===== src/assert_macros.svh =====
// Assertion helper macros
`ifndef ASSERT_MACROS_SVH
`define ASSERT_MACROS_SVH
`ifndef NO_ASSERTIONS
`define ASSERT_CLK(label, clk, rst_n, prop) \
	label: assert property (@(posedge clk) disable iff (!rst_n) prop) \
		else $error("assertion failed");
`define ASSERT_ALWAYS(label, clk, prop) \
	label: assert property (@(posedge clk) prop) else $error("assertion failed");
`else
`define ASSERT_CLK(label, clk, rst_n, prop)
`define ASSERT_ALWAYS(label, clk, prop)
`endif
`endif


===== src/rpn_pkg.sv =====
// -----------------------------------------------------------------------------
// rpn_pkg
// Types and codes shared by the stack calculator.
// -----------------------------------------------------------------------------
package rpn_pkg;
	typedef enum logic [3:0] {
		OP_PUSH = 4'd0, OP_ADD = 4'd1, OP_SUB = 4'd2, OP_MUL = 4'd3, OP_DIV = 4'd4,
		OP_POP = 4'd5, OP_PEEK = 4'd6, OP_DUP = 4'd7, OP_SWAP = 4'd8, OP_CLEAR = 4'd9
	} op_t;

	localparam logic [2:0] ST_OK      = 3'd0;
	localparam logic [2:0] ST_EMPTY   = 3'd1;
	localparam logic [2:0] ST_FULL    = 3'd2;
	localparam logic [2:0] ST_ZDIV    = 3'd3;
	localparam logic [2:0] ST_SWAP    = 3'd4;
	localparam logic [2:0] ST_UNKNOWN = 3'd5;

	typedef struct packed {
		logic [3:0]         func;
		logic signed [31:0] operand;
	} in_item_t;

	typedef struct packed {
		logic signed [31:0] result_value;
		logic               value_valid;
		logic [2:0]         status;
		logic [7:0]         depth;
	} out_item_t;

	typedef enum logic [3:0] {
		S_IDLE, S_RD1, S_RD2, S_EXEC, S_MUL, S_DIVW, S_WR2, S_OUT
	} state_t;

	typedef struct packed {
		logic               start;
		logic               neg;
		logic [47:0]        num;
		logic [31:0]        den;
	} div_req_t;
endpackage


===== src/rpn_divider.sv =====
// -----------------------------------------------------------------------------
// rpn_divider
// Restoring unsigned divider, one quotient bit per cycle, signed fixup and clamp.
// -----------------------------------------------------------------------------
module rpn_divider (
	input  logic               clk,
	input  logic               arst_n,
	input  rpn_pkg::div_req_t  req,
	output logic               done,
	output logic signed [31:0] quot
);
	import rpn_pkg::*;

	logic [47:0] q_q;
	logic [32:0] r_q;
	logic [31:0] d_q;
	logic        neg_q;
	logic [5:0]  cnt_q;
	logic        busy_q;
	logic [32:0] trial;
	logic [33:0] sub;

	assign trial = {r_q[31:0], q_q[47]};
	assign sub   = {1'b0, trial} - {2'b0, d_q};

	always_ff @(posedge clk or negedge arst_n) begin
		if (!arst_n) begin
			busy_q <= 1'b0;
			cnt_q  <= '0;
			done   <= 1'b0;
		end else begin
			done <= 1'b0;
			if (req.start) begin
				busy_q <= 1'b1;
				cnt_q  <= 6'd48;
			end else if (busy_q) begin
				cnt_q <= cnt_q - 6'd1;
				if (cnt_q == 6'd1) begin
					busy_q <= 1'b0;
					done   <= 1'b1;
				end
			end
		end
	end

	always_ff @(posedge clk) begin
		if (req.start) begin
			q_q   <= req.num;
			d_q   <= req.den;
			r_q   <= '0;
			neg_q <= req.neg;
		end else if (busy_q) begin
			if (!sub[33]) begin
				r_q <= sub[32:0];
				q_q <= {q_q[46:0], 1'b1};
			end else begin
				r_q <= trial;
				q_q <= {q_q[46:0], 1'b0};
			end
		end
	end

	always_comb begin
		if (neg_q) begin
			quot = (q_q > 48'h80000000) ? 32'sh80000000 : 32'(-q_q);
		end else begin
			quot = (q_q > 48'h7fffffff) ? 32'sh7fffffff : 32'(q_q);
		end
	end
endmodule


===== config.mk =====
export PLATFORM = sky130hd
export DESIGN_NAME = rpn_divider
export DESIGN_NICKNAME = d
export VERILOG_FILES = /design/src/assert_macros.svh /design/src/rpn_pkg.sv /design/src/rpn_divider.sv
export SDC_FILE = /design/constraint.sdc
export NUM_CORES = 1
export LEC_CHECK = 0
export ABC_AREA = 1
export BUFFER_PORTS_ARGS = -buffer_cell sky130_fd_sc_hd__buf_4
export CAP_MARGIN = 20
export CORE_UTILIZATION = 33
export DETAILED_ROUTE_END_ITERATION = 6
export SYNTH_ARGS = -nofsm -noshare
export SYNTH_HDL_FRONTEND = slang
export SYNTH_SLANG_ARGS = --single-unit

===== constraint.sdc =====
create_clock -name clk -period 3.22 [get_ports clk]
set_clock_uncertainty 0.15 [all_clocks]
set_input_delay 0 -clock clk [delete_from_list [all_inputs] [get_ports clk]]
set_output_delay 0 -clock clk [all_outputs]
set_load 0.02 [all_outputs]

* Word-level counts from Yosys, hierarchy flattened
Index checks and enable logic that the tools add are counted.
Storage, ports and cells: bits in registers 121, output and inout bits 33, logic and storage cells 29
Operators by class: add/subtract/negate cells 3, magnitude comparators 2, equality and inequality tests 1, mux-type cells 15, reduce and logical (&&, ||, !) cells 1
Operators with widths (count):
- 32-bit 2-to-1 mux | 4
- 48-bit 2-to-1 mux | 2
- 48-bit by 31-bit greater-than comparator with 1-bit output, second input constant | 1
- 48-bit by 32-bit greater-than comparator with 1-bit output, second input constant | 1
- 33-bit by 32-bit subtractor with 34-bit output | 1
- 32-bit negation | 1
- 6-bit 2-to-1 mux | 2
- 1-bit 2-to-1 mux | 7
- 6-bit by 1-bit equality test with 1-bit output, second input constant | 1
- 6-bit by 1-bit subtractor with 6-bit output, second input constant | 1
- 2-bit nonzero test | 1

* Depth between registers and ports, before layout
Gate-level depths: netlist (run 1).
depth in word-level cells 4, depth in mapped cells 17, mapped depth without buffers 16

* Least setup slack after synthesis (run 1)
OpenSTA, ideal clock, no wires.
kind register to register, start register busy_q, end register q_q[0] (enable), data arrival time 2074 ps, slack 564 ps, stages on the path, launching flop included 4, path buffers 1, cell sequence dfrtp_1 nor2_1 inv_1 clkbuf_1
Between the ends: cells in the longest elaborated chain, start to end 1
RTL lines:
- start, declared | RTL line rpn_divider.sv:19 | logic busy_q;
- start signal, assigned | RTL line rpn_divider.sv:28 | busy_q <= 1'b0;
- start signal, assigned | RTL line rpn_divider.sv:34 | busy_q <= 1'b1;
- start signal, assigned | RTL line rpn_divider.sv:39 | busy_q <= 1'b0;
- 2-bit nonzero test (no source line)
- end signal, assigned | RTL line rpn_divider.sv:48 | q_q <= req.num;
- end signal, assigned | RTL line rpn_divider.sv:55 | q_q <= {q_q[46:0], 1'b1};
- end signal, assigned | RTL line rpn_divider.sv:58 | q_q <= {q_q[46:0], 1'b0};
- end, declared | RTL line rpn_divider.sv:14 | logic [47:0] q_q;
Every way passes these cells. A chain may end at the register's enable or synchronous reset.

* Worst setup path in the final report (run 1)
start register q_q[0], end output quot[27]
Between the ends: cells in the longest elaborated chain, start to end 3, elaborated cells on any way between the ends 6, those cells by class add/sub: 1; order compare: 2; mux: 3
RTL lines:
- 48-bit by 31-bit greater-than comparator with 1-bit output (tied with other cells) | RTL line rpn_divider.sv:67 | quot = (q_q > 48'h7fffffff) ? 32'sh7fffffff : 32'(q_q);
- 32-bit 2-to-1 mux, on equally long branches | RTL line rpn_divider.sv:67, rpn_divider.sv:65
- 32-bit 2-to-1 mux * | RTL line rpn_divider.sv:64 | if (neg_q) begin
- end, declared | RTL line rpn_divider.sv:10 | output logic signed [31:0] quot
Mark *: on every way between the ends. The rest lies on a longest branch, timed or not.

==> results.rst, run 1 <==
.. list-table::
   :header-rows: 1

   * - Metric
     - Value
   * - Number of setup violations in the final report
     - 0
   * - Start point of the critical path
     - q_q[0]
   * - Post-placement cell count
     - 1,693
   * - Switching share of power
     - approximately two fifths
   * - Net Switching
     - ~2.7 mW
   * - Vias per cell
     - 4.712
   * - P per Cell Area
     - 601.4 mW/mm2
   * - Average footprint of a synthesized cell
     - about 7 um2
   * - Biggest area consumer among synthesized cells
     - sky130_fd_sc_hd__edfxtp_1
   * - Vias in the first global route
     - about 8k
   * - Type of origin of the critical path
     - flop
   * - Slowest cell on the critical path
     - sky130_fd_sc_hd__edfxtp_1
   * - Relative contribution of sequential cells to total power
     - between 30% and 40%
   * - Max-slew headroom
     - a little over two fifths
   * - Max-cap viol count
     - 0
   * - Delay-heaviest family, CP
     - simple AND/OR/NAND/NOR gates
   * - Worst-path clk slew
     - around 0.06 ns
   * - Root buffer cell
     - sky130_fd_sc_hd__clkbuf_16
   * - Die Wd
     - around 170 um
   * - Share of power burned in combinational logic
     - around two fifths
   * - Synthesized flop and latch total
     - about 120
   * - Upper clock frequency limit
     - roughly 350 MHz
   * - Clock power frac
     - 27.8%
   * - Netlist Area Pre-Place
     - ~0.0088 mm2
   * - Minimum period implied by the final worst setup slack
     - around 2.8 ns
   * - Antenna violations before repair
     - 0
   * - Syn Nets
     - around 1.4k
   * - Routability congestion estimate from global placement
     - between 0.9 and 1
   * - Net count, final
     - ~1.6k
   * - Worst hold-check path type
     - input port to flop
   * - Maximum number of pins on one net before global-route repair
     - 70
   * - Biggest area contributors in the synthesized netlist
     - sky130_fd_sc_hd__edfxtp_1 28%, sky130_fd_sc_hd__nand2_1 17%, sky130_fd_sc_hd__inv_1 9.2%
   * - Initial cell density of the core
     - between 30% and 40%
   * - Final WS setup
     - 0.4027 ns
   * - Start point of the worst hold path
     - req[11]
   * - DRC errors left
     - 0
   * - Total Power Consumption
     - between 6 and 7 mW
   * - Height of the die
     - between 150 and 200 um
   * - Crit path capture type
     - primary output
   * - Residual overflow from global routing
     - 0
   * - Fill cell total of the finished layout
     - about 2.7k
   * - Fraction of final layout cells with drive strength greater than 1
     - between 10 and 15%
   * - Final antenna-violating net count
     - 0
   * - Setup TNS
     - 0 ns
   * - Number of detailed-route iterations in the first pass
     - 5
   * - Worst-path fanout max
     - 28
   * - Warnings, synthesis
     - 0
   * - Instance count of the mapped netlist
     - between 1k and 1.5k
   * - Stages on worst setup path
     - 13
   * - Share of the clock period used by the worst path after layout
     - 87.49%
   * - Clock Sink Count
     - 121
   * - CTS tree
     - yes
   * - Max IR drop VDD
     - around 0.30 mV
   * - Leakage power
     - between 5 and 6 nW
   * - Via count
     - between 8k and 9k
   * - Number of cells in the finished layout apart from fillers
     - between 1.5k and 2k
   * - Number of DRC markers after the initial detailed-route iteration
     - 577
   * - Critical Path AT
     - between 2 and 3 ns
   * - Clock H-tree levels
     - 4
   * - Area added between synthesis and finish
     - 29.50%
   * - Worst hold slack after final layout
     - between 0.1 and 0.15 ns
   * - GRT Overall Usage
     - between 10% and 20%
   * - Count of buffers from port buffering
     - about 120
   * - Global-route wire length before repair
     - slightly below 40,000 um
   * - Routed wire per std cell
     - about 13 um
   * - Setup repair after global routing missed its margin
     - no
   * - IO Count
     - roughly 120
   * - Register area share after synthesis
     - 37.25%
   * - Setup Buffers After CTS
     - 0
   * - Total Die Area
     - between 0.02 and 0.03 mm2
   * - Final count of pins violating max slew
     - 0
   * - Maximum clock insertion buffer count
     - 2
   * - Core area
     - 0.02606 mm2
   * - Half-perimeter wire length after placement
     - ~18,000 um
   * - Rows
     - 59
   * - Required time of the critical path
     - about 3.1 ns
   * - WL final
     - 24,340 um
   * - Origin of the critical flop-to-flop path
     - d_q[23]
   * - Worst hold path depth
     - 2
   * - Critical path's largest stage delay
     - 0.36 ns
   * - Internal power of the cells
     - 4.177 mW
   * - Buffers and inverters on the worst path
     - 4
   * - Yosys cell types
     - 40
   * - Transition time at the pin with the least slew margin
     - between 0.8 and 0.9 ns
   * - Cell chain of the critical path
     - inv_1 -> ha_1 -> inv_2 -> nor3_4 -> inv_2 -> nor2_4 -> nand2_2 -> nor2_2 -> nand2_2 -> nand2_4 -> nand2_4 -> o21ai_1 -> buf_4
   * - Clock insertion delay at the later pin of the skew report
     - ~0.43 ns
   * - Post-placement worst setup slack
     - a little under 0.6 ns
   * - TritonCTS Buffers
     - 17
   * - Crit Path Class
     - flop to primary output
   * - Status
     - completed
   * - R2R depth
     - 15
   * - Area share of the largest cell type after synthesis
     - ~28%
   * - Number of failing hold endpoints at the final stage
     - 0
-- state kept, by name, summed over array words and instances, names as in the netlist --
name,count
busy_q,1
cnt_q,6
d_q,32
done,1
neg_q,1
q_q,48
r_q,32
-- cells in the mapped netlist --
| master | count |
|---|---|
| sky130_fd_sc_hd__fa_1 | 1 |
| sky130_fd_sc_hd__nor2_2 | 5 |
| sky130_fd_sc_hd__nor2_1 | 82 |
| sky130_fd_sc_hd__or2_2 | 1 |
| sky130_fd_sc_hd__edfxtp_1 | 81 |
| sky130_fd_sc_hd__nand3b_1 | 17 |
| sky130_fd_sc_hd__buf_1 | 1 |
| sky130_fd_sc_hd__nor2_8 | 1 |
| sky130_fd_sc_hd__buf_4 | 2 |
| sky130_fd_sc_hd__nor4_1 | 3 |
| sky130_fd_sc_hd__buf_2 | 4 |
| sky130_fd_sc_hd__nand3_1 | 101 |
| sky130_fd_sc_hd__nand2_2 | 7 |
| sky130_fd_sc_hd__dlygate4sd1_1 | 1 |
| sky130_fd_sc_hd__o21ai_1 | 31 |
| sky130_fd_sc_hd__nor2_4 | 4 |
| sky130_fd_sc_hd__xnor2_1 | 13 |
| sky130_fd_sc_hd__o22ai_1 | 1 |
| sky130_fd_sc_hd__a31oi_1 | 3 |
| sky130_fd_sc_hd__ha_1 | 35 |
| sky130_fd_sc_hd__nand2_4 | 4 |
| sky130_fd_sc_hd__nand3_2 | 3 |
| sky130_fd_sc_hd__inv_2 | 4 |
| sky130_fd_sc_hd__xor2_1 | 25 |
| sky130_fd_sc_hd__nor3_4 | 2 |
| sky130_fd_sc_hd__inv_1 | 215 |
| sky130_fd_sc_hd__o21bai_1 | 3 |
| sky130_fd_sc_hd__clkbuf_1 | 19 |
| sky130_fd_sc_hd__nand4_1 | 18 |
| sky130_fd_sc_hd__nor3_1 | 15 |
| sky130_fd_sc_hd__and2_1 | 2 |
| sky130_fd_sc_hd__nand2_1 | 409 |
| sky130_fd_sc_hd__dfrtp_1 | 8 |
| sky130_fd_sc_hd__a21oi_2 | 2 |
| sky130_fd_sc_hd__o2111ai_1 | 1 |
| sky130_fd_sc_hd__a21oi_1 | 21 |
| sky130_fd_sc_hd__o21ai_0 | 82 |
| sky130_fd_sc_hd__nor3_2 | 1 |
| sky130_fd_sc_hd__buf_6 | 7 |
| sky130_fd_sc_hd__dfxtp_1 | 32 |
-- repair_timing --
| item | 4_1_cts | 5_1_grt |
|---|---|---|
| gates resized for setup | 0 | 0 |
| hold buffers | 84 | 0 |
| endpoints found under the hold margin | 91 | 0 |
-- cells in the final DEF (no fill, tap or decap), types with 6 or more instances in the layout --
master,synthesis,final
sky130_fd_sc_hd__a21oi_1,21,21
sky130_fd_sc_hd__xor2_1,25,25
sky130_fd_sc_hd__edfxtp_1,81,81
sky130_fd_sc_hd__nand2_1,409,409
sky130_fd_sc_hd__nor3_1,15,15
sky130_fd_sc_hd__clkbuf_16,0,17
sky130_fd_sc_hd__nand4_1,18,18
sky130_fd_sc_hd__o21ai_0,82,82
sky130_fd_sc_hd__inv_1,215,214
sky130_fd_sc_hd__xnor2_1,13,13
sky130_fd_sc_hd__nand3b_1,17,17
sky130_fd_sc_hd__dlygate4sd3_1,0,84
sky130_fd_sc_hd__dfrtp_1,8,8
sky130_fd_sc_hd__nor2_1,82,81
sky130_fd_sc_hd__nand3_1,101,101
sky130_fd_sc_hd__o21ai_1,31,31
sky130_fd_sc_hd__dfxtp_1,32,32
sky130_fd_sc_hd__nand2_2,7,7
sky130_fd_sc_hd__buf_4,2,124
sky130_fd_sc_hd__ha_1,35,35
sky130_fd_sc_hd__nor2_2,5,6
-- path summary, 6_finish.rpt --
kind / endpoint / slack, ns
worst max-delay path: quot[27] / 0.40
worst min-delay path: d_q[11] / 0.13
worst max register to register: r_q[27] / 0.58
worst min register to register: r_q[23] / 0.32
max in group asynchronous: busy_q / 2.19
min in group asynchronous: cnt_q[4] / 0.45
-- power groups by stage --
stage | clock (mW) | sequential (mW) | combinational, mW
2_1_floorplan | 0 | 2.07 | 2.16
3_3_place_gp | 0 | 2.11 | 2.75
3_5_place_dp | 0 | 2.12 | 2.76
4_1_cts | 1.94 | 2.09 | 2.86
5_1_grt | 2.00 | 2.12 | 3.26
6_report | 1.90 | 2.09 | 2.85
-- stage by stage --
stage | cell area, um2 | util (%)
after global placement | 9962 | 38.23
after CTS | 11380 | 43.66
after floorplan | 8787 | -
after detailed placement | 9962 | 38.23
after global routing | 11380 | 43.66
final | 11380 | 43.67
-- routing by layer --
metal	up-vias	GRT usage [%]	wire [um]
met5	-	0	0
met3	32	3.521	1284
met4	0	6.672	447
li1	4423	-	-
met1	3847	23.78	11540
met2	227	30.28	11070
-- area by class of cell --
class                      count  area, um2  share of cell area, %
antenna                        1      2.502                0.02199
clock buffer                  21      450.4                  3.958
clock inverter                11      123.9                  1.089
inverter                     219      822.0                  7.224
multi-input combinational    893       4497                  39.52
sequential                   121       3273                  28.76
tap                          335      419.2                  3.683
timing repair buffer         209       1792                  15.74
-- kinds of logic after synthesis --
| group | after synthesis | synth area share, % |
|---|---|---|
| AO/OA/AOI/OAI | 144 | 8.472 |
| XOR/XNOR | 38 | 3.788 |
| adder cells (fa/ha/maj) | 36 | 5.211 |
| buffers and inverters | 253 | 11.60 |
| flip-flops | 121 | 37.25 |
| AND/OR/NAND/NOR | 675 | 33.67 |
(Power assumes the default switching activity.)
==> inputs of run 2 (changes only) <==
--- a/config.mk
+++ b/config.mk
@@ -10,6 +10,7 @@
 export CAP_MARGIN = 20
 export CORE_UTILIZATION = 33
 export DETAILED_ROUTE_END_ITERATION = 6
+export HOLD_SLACK_MARGIN = 0.15
 export SYNTH_ARGS = -nofsm -noshare
 export SYNTH_HDL_FRONTEND = slang
 export SYNTH_SLANG_ARGS = --single-unit
==> results.rst, run 2 (same netlist as run 1, synthesis figures left out) <==
.. list-table::
   :header-rows: 1

   * - Metric
     - Value
   * - Max IR drop VDD
     - about 0.3 mV
   * - WL final
     - 24,560 um
   * - Clock H-tree levels
     - 4
   * - Vias per cell
     - roughly 4.7
   * - Resize count post-CTS
     - 0
   * - Half-perimeter wire length after placement
     - between 15,000 and 20,000 um
   * - Upper clock frequency limit
     - between 300 and 400 MHz
   * - Rows
     - between 50 and 60
   * - P per Cell Area
     - 591.7 mW/mm2
   * - Maximum clock insertion buffer count
     - 2
   * - Cell chain of the critical path
     - inv_1 -> ha_1 -> inv_2 -> nor3_4 -> inv_2 -> nor2_4 -> nand2_2 -> nor2_2 -> nand2_2 -> nand2_4 -> nand2_4 -> o21bai_1 -> nand2_1 -> buf_4
   * - Delay-heaviest family, CP
     - simple AND/OR/NAND/NOR gates
   * - Switching share of power
     - between 30% and 40%
   * - Transition time at the pin with the least slew margin
     - roughly 0.85 ns
   * - Number of flip-flops in the largest register
     - 48
   * - Number of DRC markers after the initial detailed-route iteration
     - ~600
   * - Register with the highest flop count
     - q_q
   * - Most frequent standard cell in the layout excluding fill and tap cells
     - sky130_fd_sc_hd__nand2_1
   * - TritonCTS Buffers
     - 17
   * - Initial cell density of the core
     - 33.72%
   * - Setup TNS
     - 0 ns
   * - Number of cells in the finished layout apart from fillers
     - between 1.5k and 2k
   * - Number of failing hold endpoints at the final stage
     - 0
   * - Global-route wire length before repair
     - about 40,000 um
   * - Status
     - completed
   * - Crit Path Class
     - flop to primary output
   * - Required time of the critical path
     - 3.07 ns
   * - Origin of the critical flop-to-flop path
     - d_q[23]
   * - Area added between synthesis and finish
     - 32.12%
   * - Slowest cell on the critical path
     - sky130_fd_sc_hd__edfxtp_1
   * - Fraction of final layout cells with drive strength greater than 1
     - about 13%
   * - GRT Overall Usage
     - 18.53%
   * - Relative contribution of sequential cells to total power
     - between 30 and 40%
   * - IO Count
     - 117
   * - Root buffer cell
     - sky130_fd_sc_hd__clkbuf_16
   * - Placed inst area
     - 0.009962 mm2
   * - Critical Path AT
     - 2.67 ns
   * - Number of setup violations in the final report
     - 0
   * - Die Wd
     - roughly 170 um
   * - Worst-path clk slew
     - about 0.06 ns
   * - Setup repair after global routing missed its margin
     - no
   * - Buffers and inverters on the worst path
     - 4
   * - Vias in the first global route
     - 8,193
   * - Clock power frac
     - approximately 28%
   * - Largest registers
     - q_q (48), d_q (32), r_q (32)
   * - Worst hold-check path type
     - input port to flop
   * - Routed wire per std cell
     - around 13 um
   * - CTS tree
     - yes
   * - Total Die Area
     - between 0.02 and 0.03 mm2
   * - Worst-path fanout max
     - 28
   * - Minimum period implied by the final worst setup slack
     - between 2 and 3 ns
   * - Post-placement cell count
     - about 1.7k
   * - Cell area after layout
     - between 0.01 and 0.015 mm2
   * - Max-cap viol count
     - 0
   * - Internal power of the cells
     - between 4 and 5 mW
   * - Final count of pins violating max slew
     - 0
   * - Worst hold path depth
     - 2
   * - Leakage power
     - around 5.7 nW
   * - Stages on worst setup path
     - 14
   * - Final antenna-violating net count
     - 0
   * - Residual overflow from global routing
     - 0
   * - Final Core Density
     - around 45%
   * - Height of the die
     - 165.2 um
   * - Type of origin of the critical path
     - flop
   * - Start point of the worst hold path
     - req[27]
   * - Clock insertion delay at the later pin of the skew report
     - about 0.43 ns
   * - Antenna violations before repair
     - 0
   * - Critical path's largest stage delay
     - between 0.3 and 0.4 ns
   * - Net Switching
     - roughly 2.7 mW
   * - Clock Sink Count
     - 121
   * - Net count, final
     - 1,604
   * - Maximum number of pins on one net before global-route repair
     - 70
   * - Number of detailed-route iterations in the first pass
     - 5
   * - Via count
     - approximately 8.6k
   * - R2R depth
     - 15
   * - Share of the clock period used by the worst path after layout
     - 87.66%
   * - DRC errors left
     - 0
   * - Start point of the critical path
     - q_q[1]
   * - Setup Buffers After CTS
     - 0
   * - Share of power burned in combinational logic
     - a little over two fifths
   * - Commonest cells after routing, fill and taps aside
     - 409 x sky130_fd_sc_hd__nand2_1, 214 x sky130_fd_sc_hd__inv_1, 124 x sky130_fd_sc_hd__buf_4
   * - Routability congestion estimate from global placement
     - between 0.9 and 1
   * - Core area
     - between 0.02 and 0.03 mm2
   * - Count of buffers from port buffering
     - between 100 and 150
   * - Max-slew headroom
     - approximately 44%
   * - Crit path capture type
     - primary output
run 2: area by class of cell:
| type | instances | area [um2] |
|---|---|---|
| Clock buffer | 21 | 450.4 |
| Inverter | 219 | 822.0 |
| Antenna cell | 1 | 2.502 |
| Fill cell | 2678 | 14450 |
| Timing Repair Buffer | 232 | 2022 |
| Clock inverter | 11 | 123.9 |
| Sequential cell | 121 | 3273 |
| Multi-Input combinational cell | 893 | 4497 |
| Tap cell | 335 | 419.2 |
run 2: power by group through the flow:
stage	clock network (mW)	registers, mW	logic, mW
global route	2.00	2.12	3.28
CTS	1.94	2.09	2.88
finish	1.90	2.09	2.88
global placement	0	2.11	2.75
detailed placement	0	2.12	2.76
floorplan	0	2.07	2.16
run 2: worst paths after layout:
| path | end | slack (ns) |
|---|---|---|
| min in group asynchronous | cnt_q[5] | 0.44 |
| max in group asynchronous | busy_q | 2.20 |
| worst max-delay path | quot[30] | 0.40 |
| worst min register to register | r_q[23] | 0.32 |
| worst min-delay path | d_q[27] | 0.15 |
| worst max register to register | r_q[27] | 0.57 |
run 2: routing by layer:
layer,vias up,part of all wire (%),track usage (%)
li1,4474,-,-
met1,3889,47,23.92
met2,236,45,30.66
met3,31,5.5,3.521
met4,0,1.7,6.672
met5,-,0,0
run 2: stage by stage:
step / hold slack, ns / worst slack (ns) / power, mW
final: 0.1538 / 0.3973 / 6.870
after global routing: 0.1514 / 0.1744 / 7.405
after CTS: 0.1506 / 0.3858 / 6.915
after detailed placement: -0.3246 / 0.5938 / 4.881
after global placement: -0.3265 / 0.6021 / 4.863
after floorplan: -0.4456 / 0.5643 / 4.238
run 2: what timing repair did:
item / CTS / global route
hold buffers: 107 / 0
hold endpoints to repair: 116 / 0
setup endpoints to repair: 0 / 0
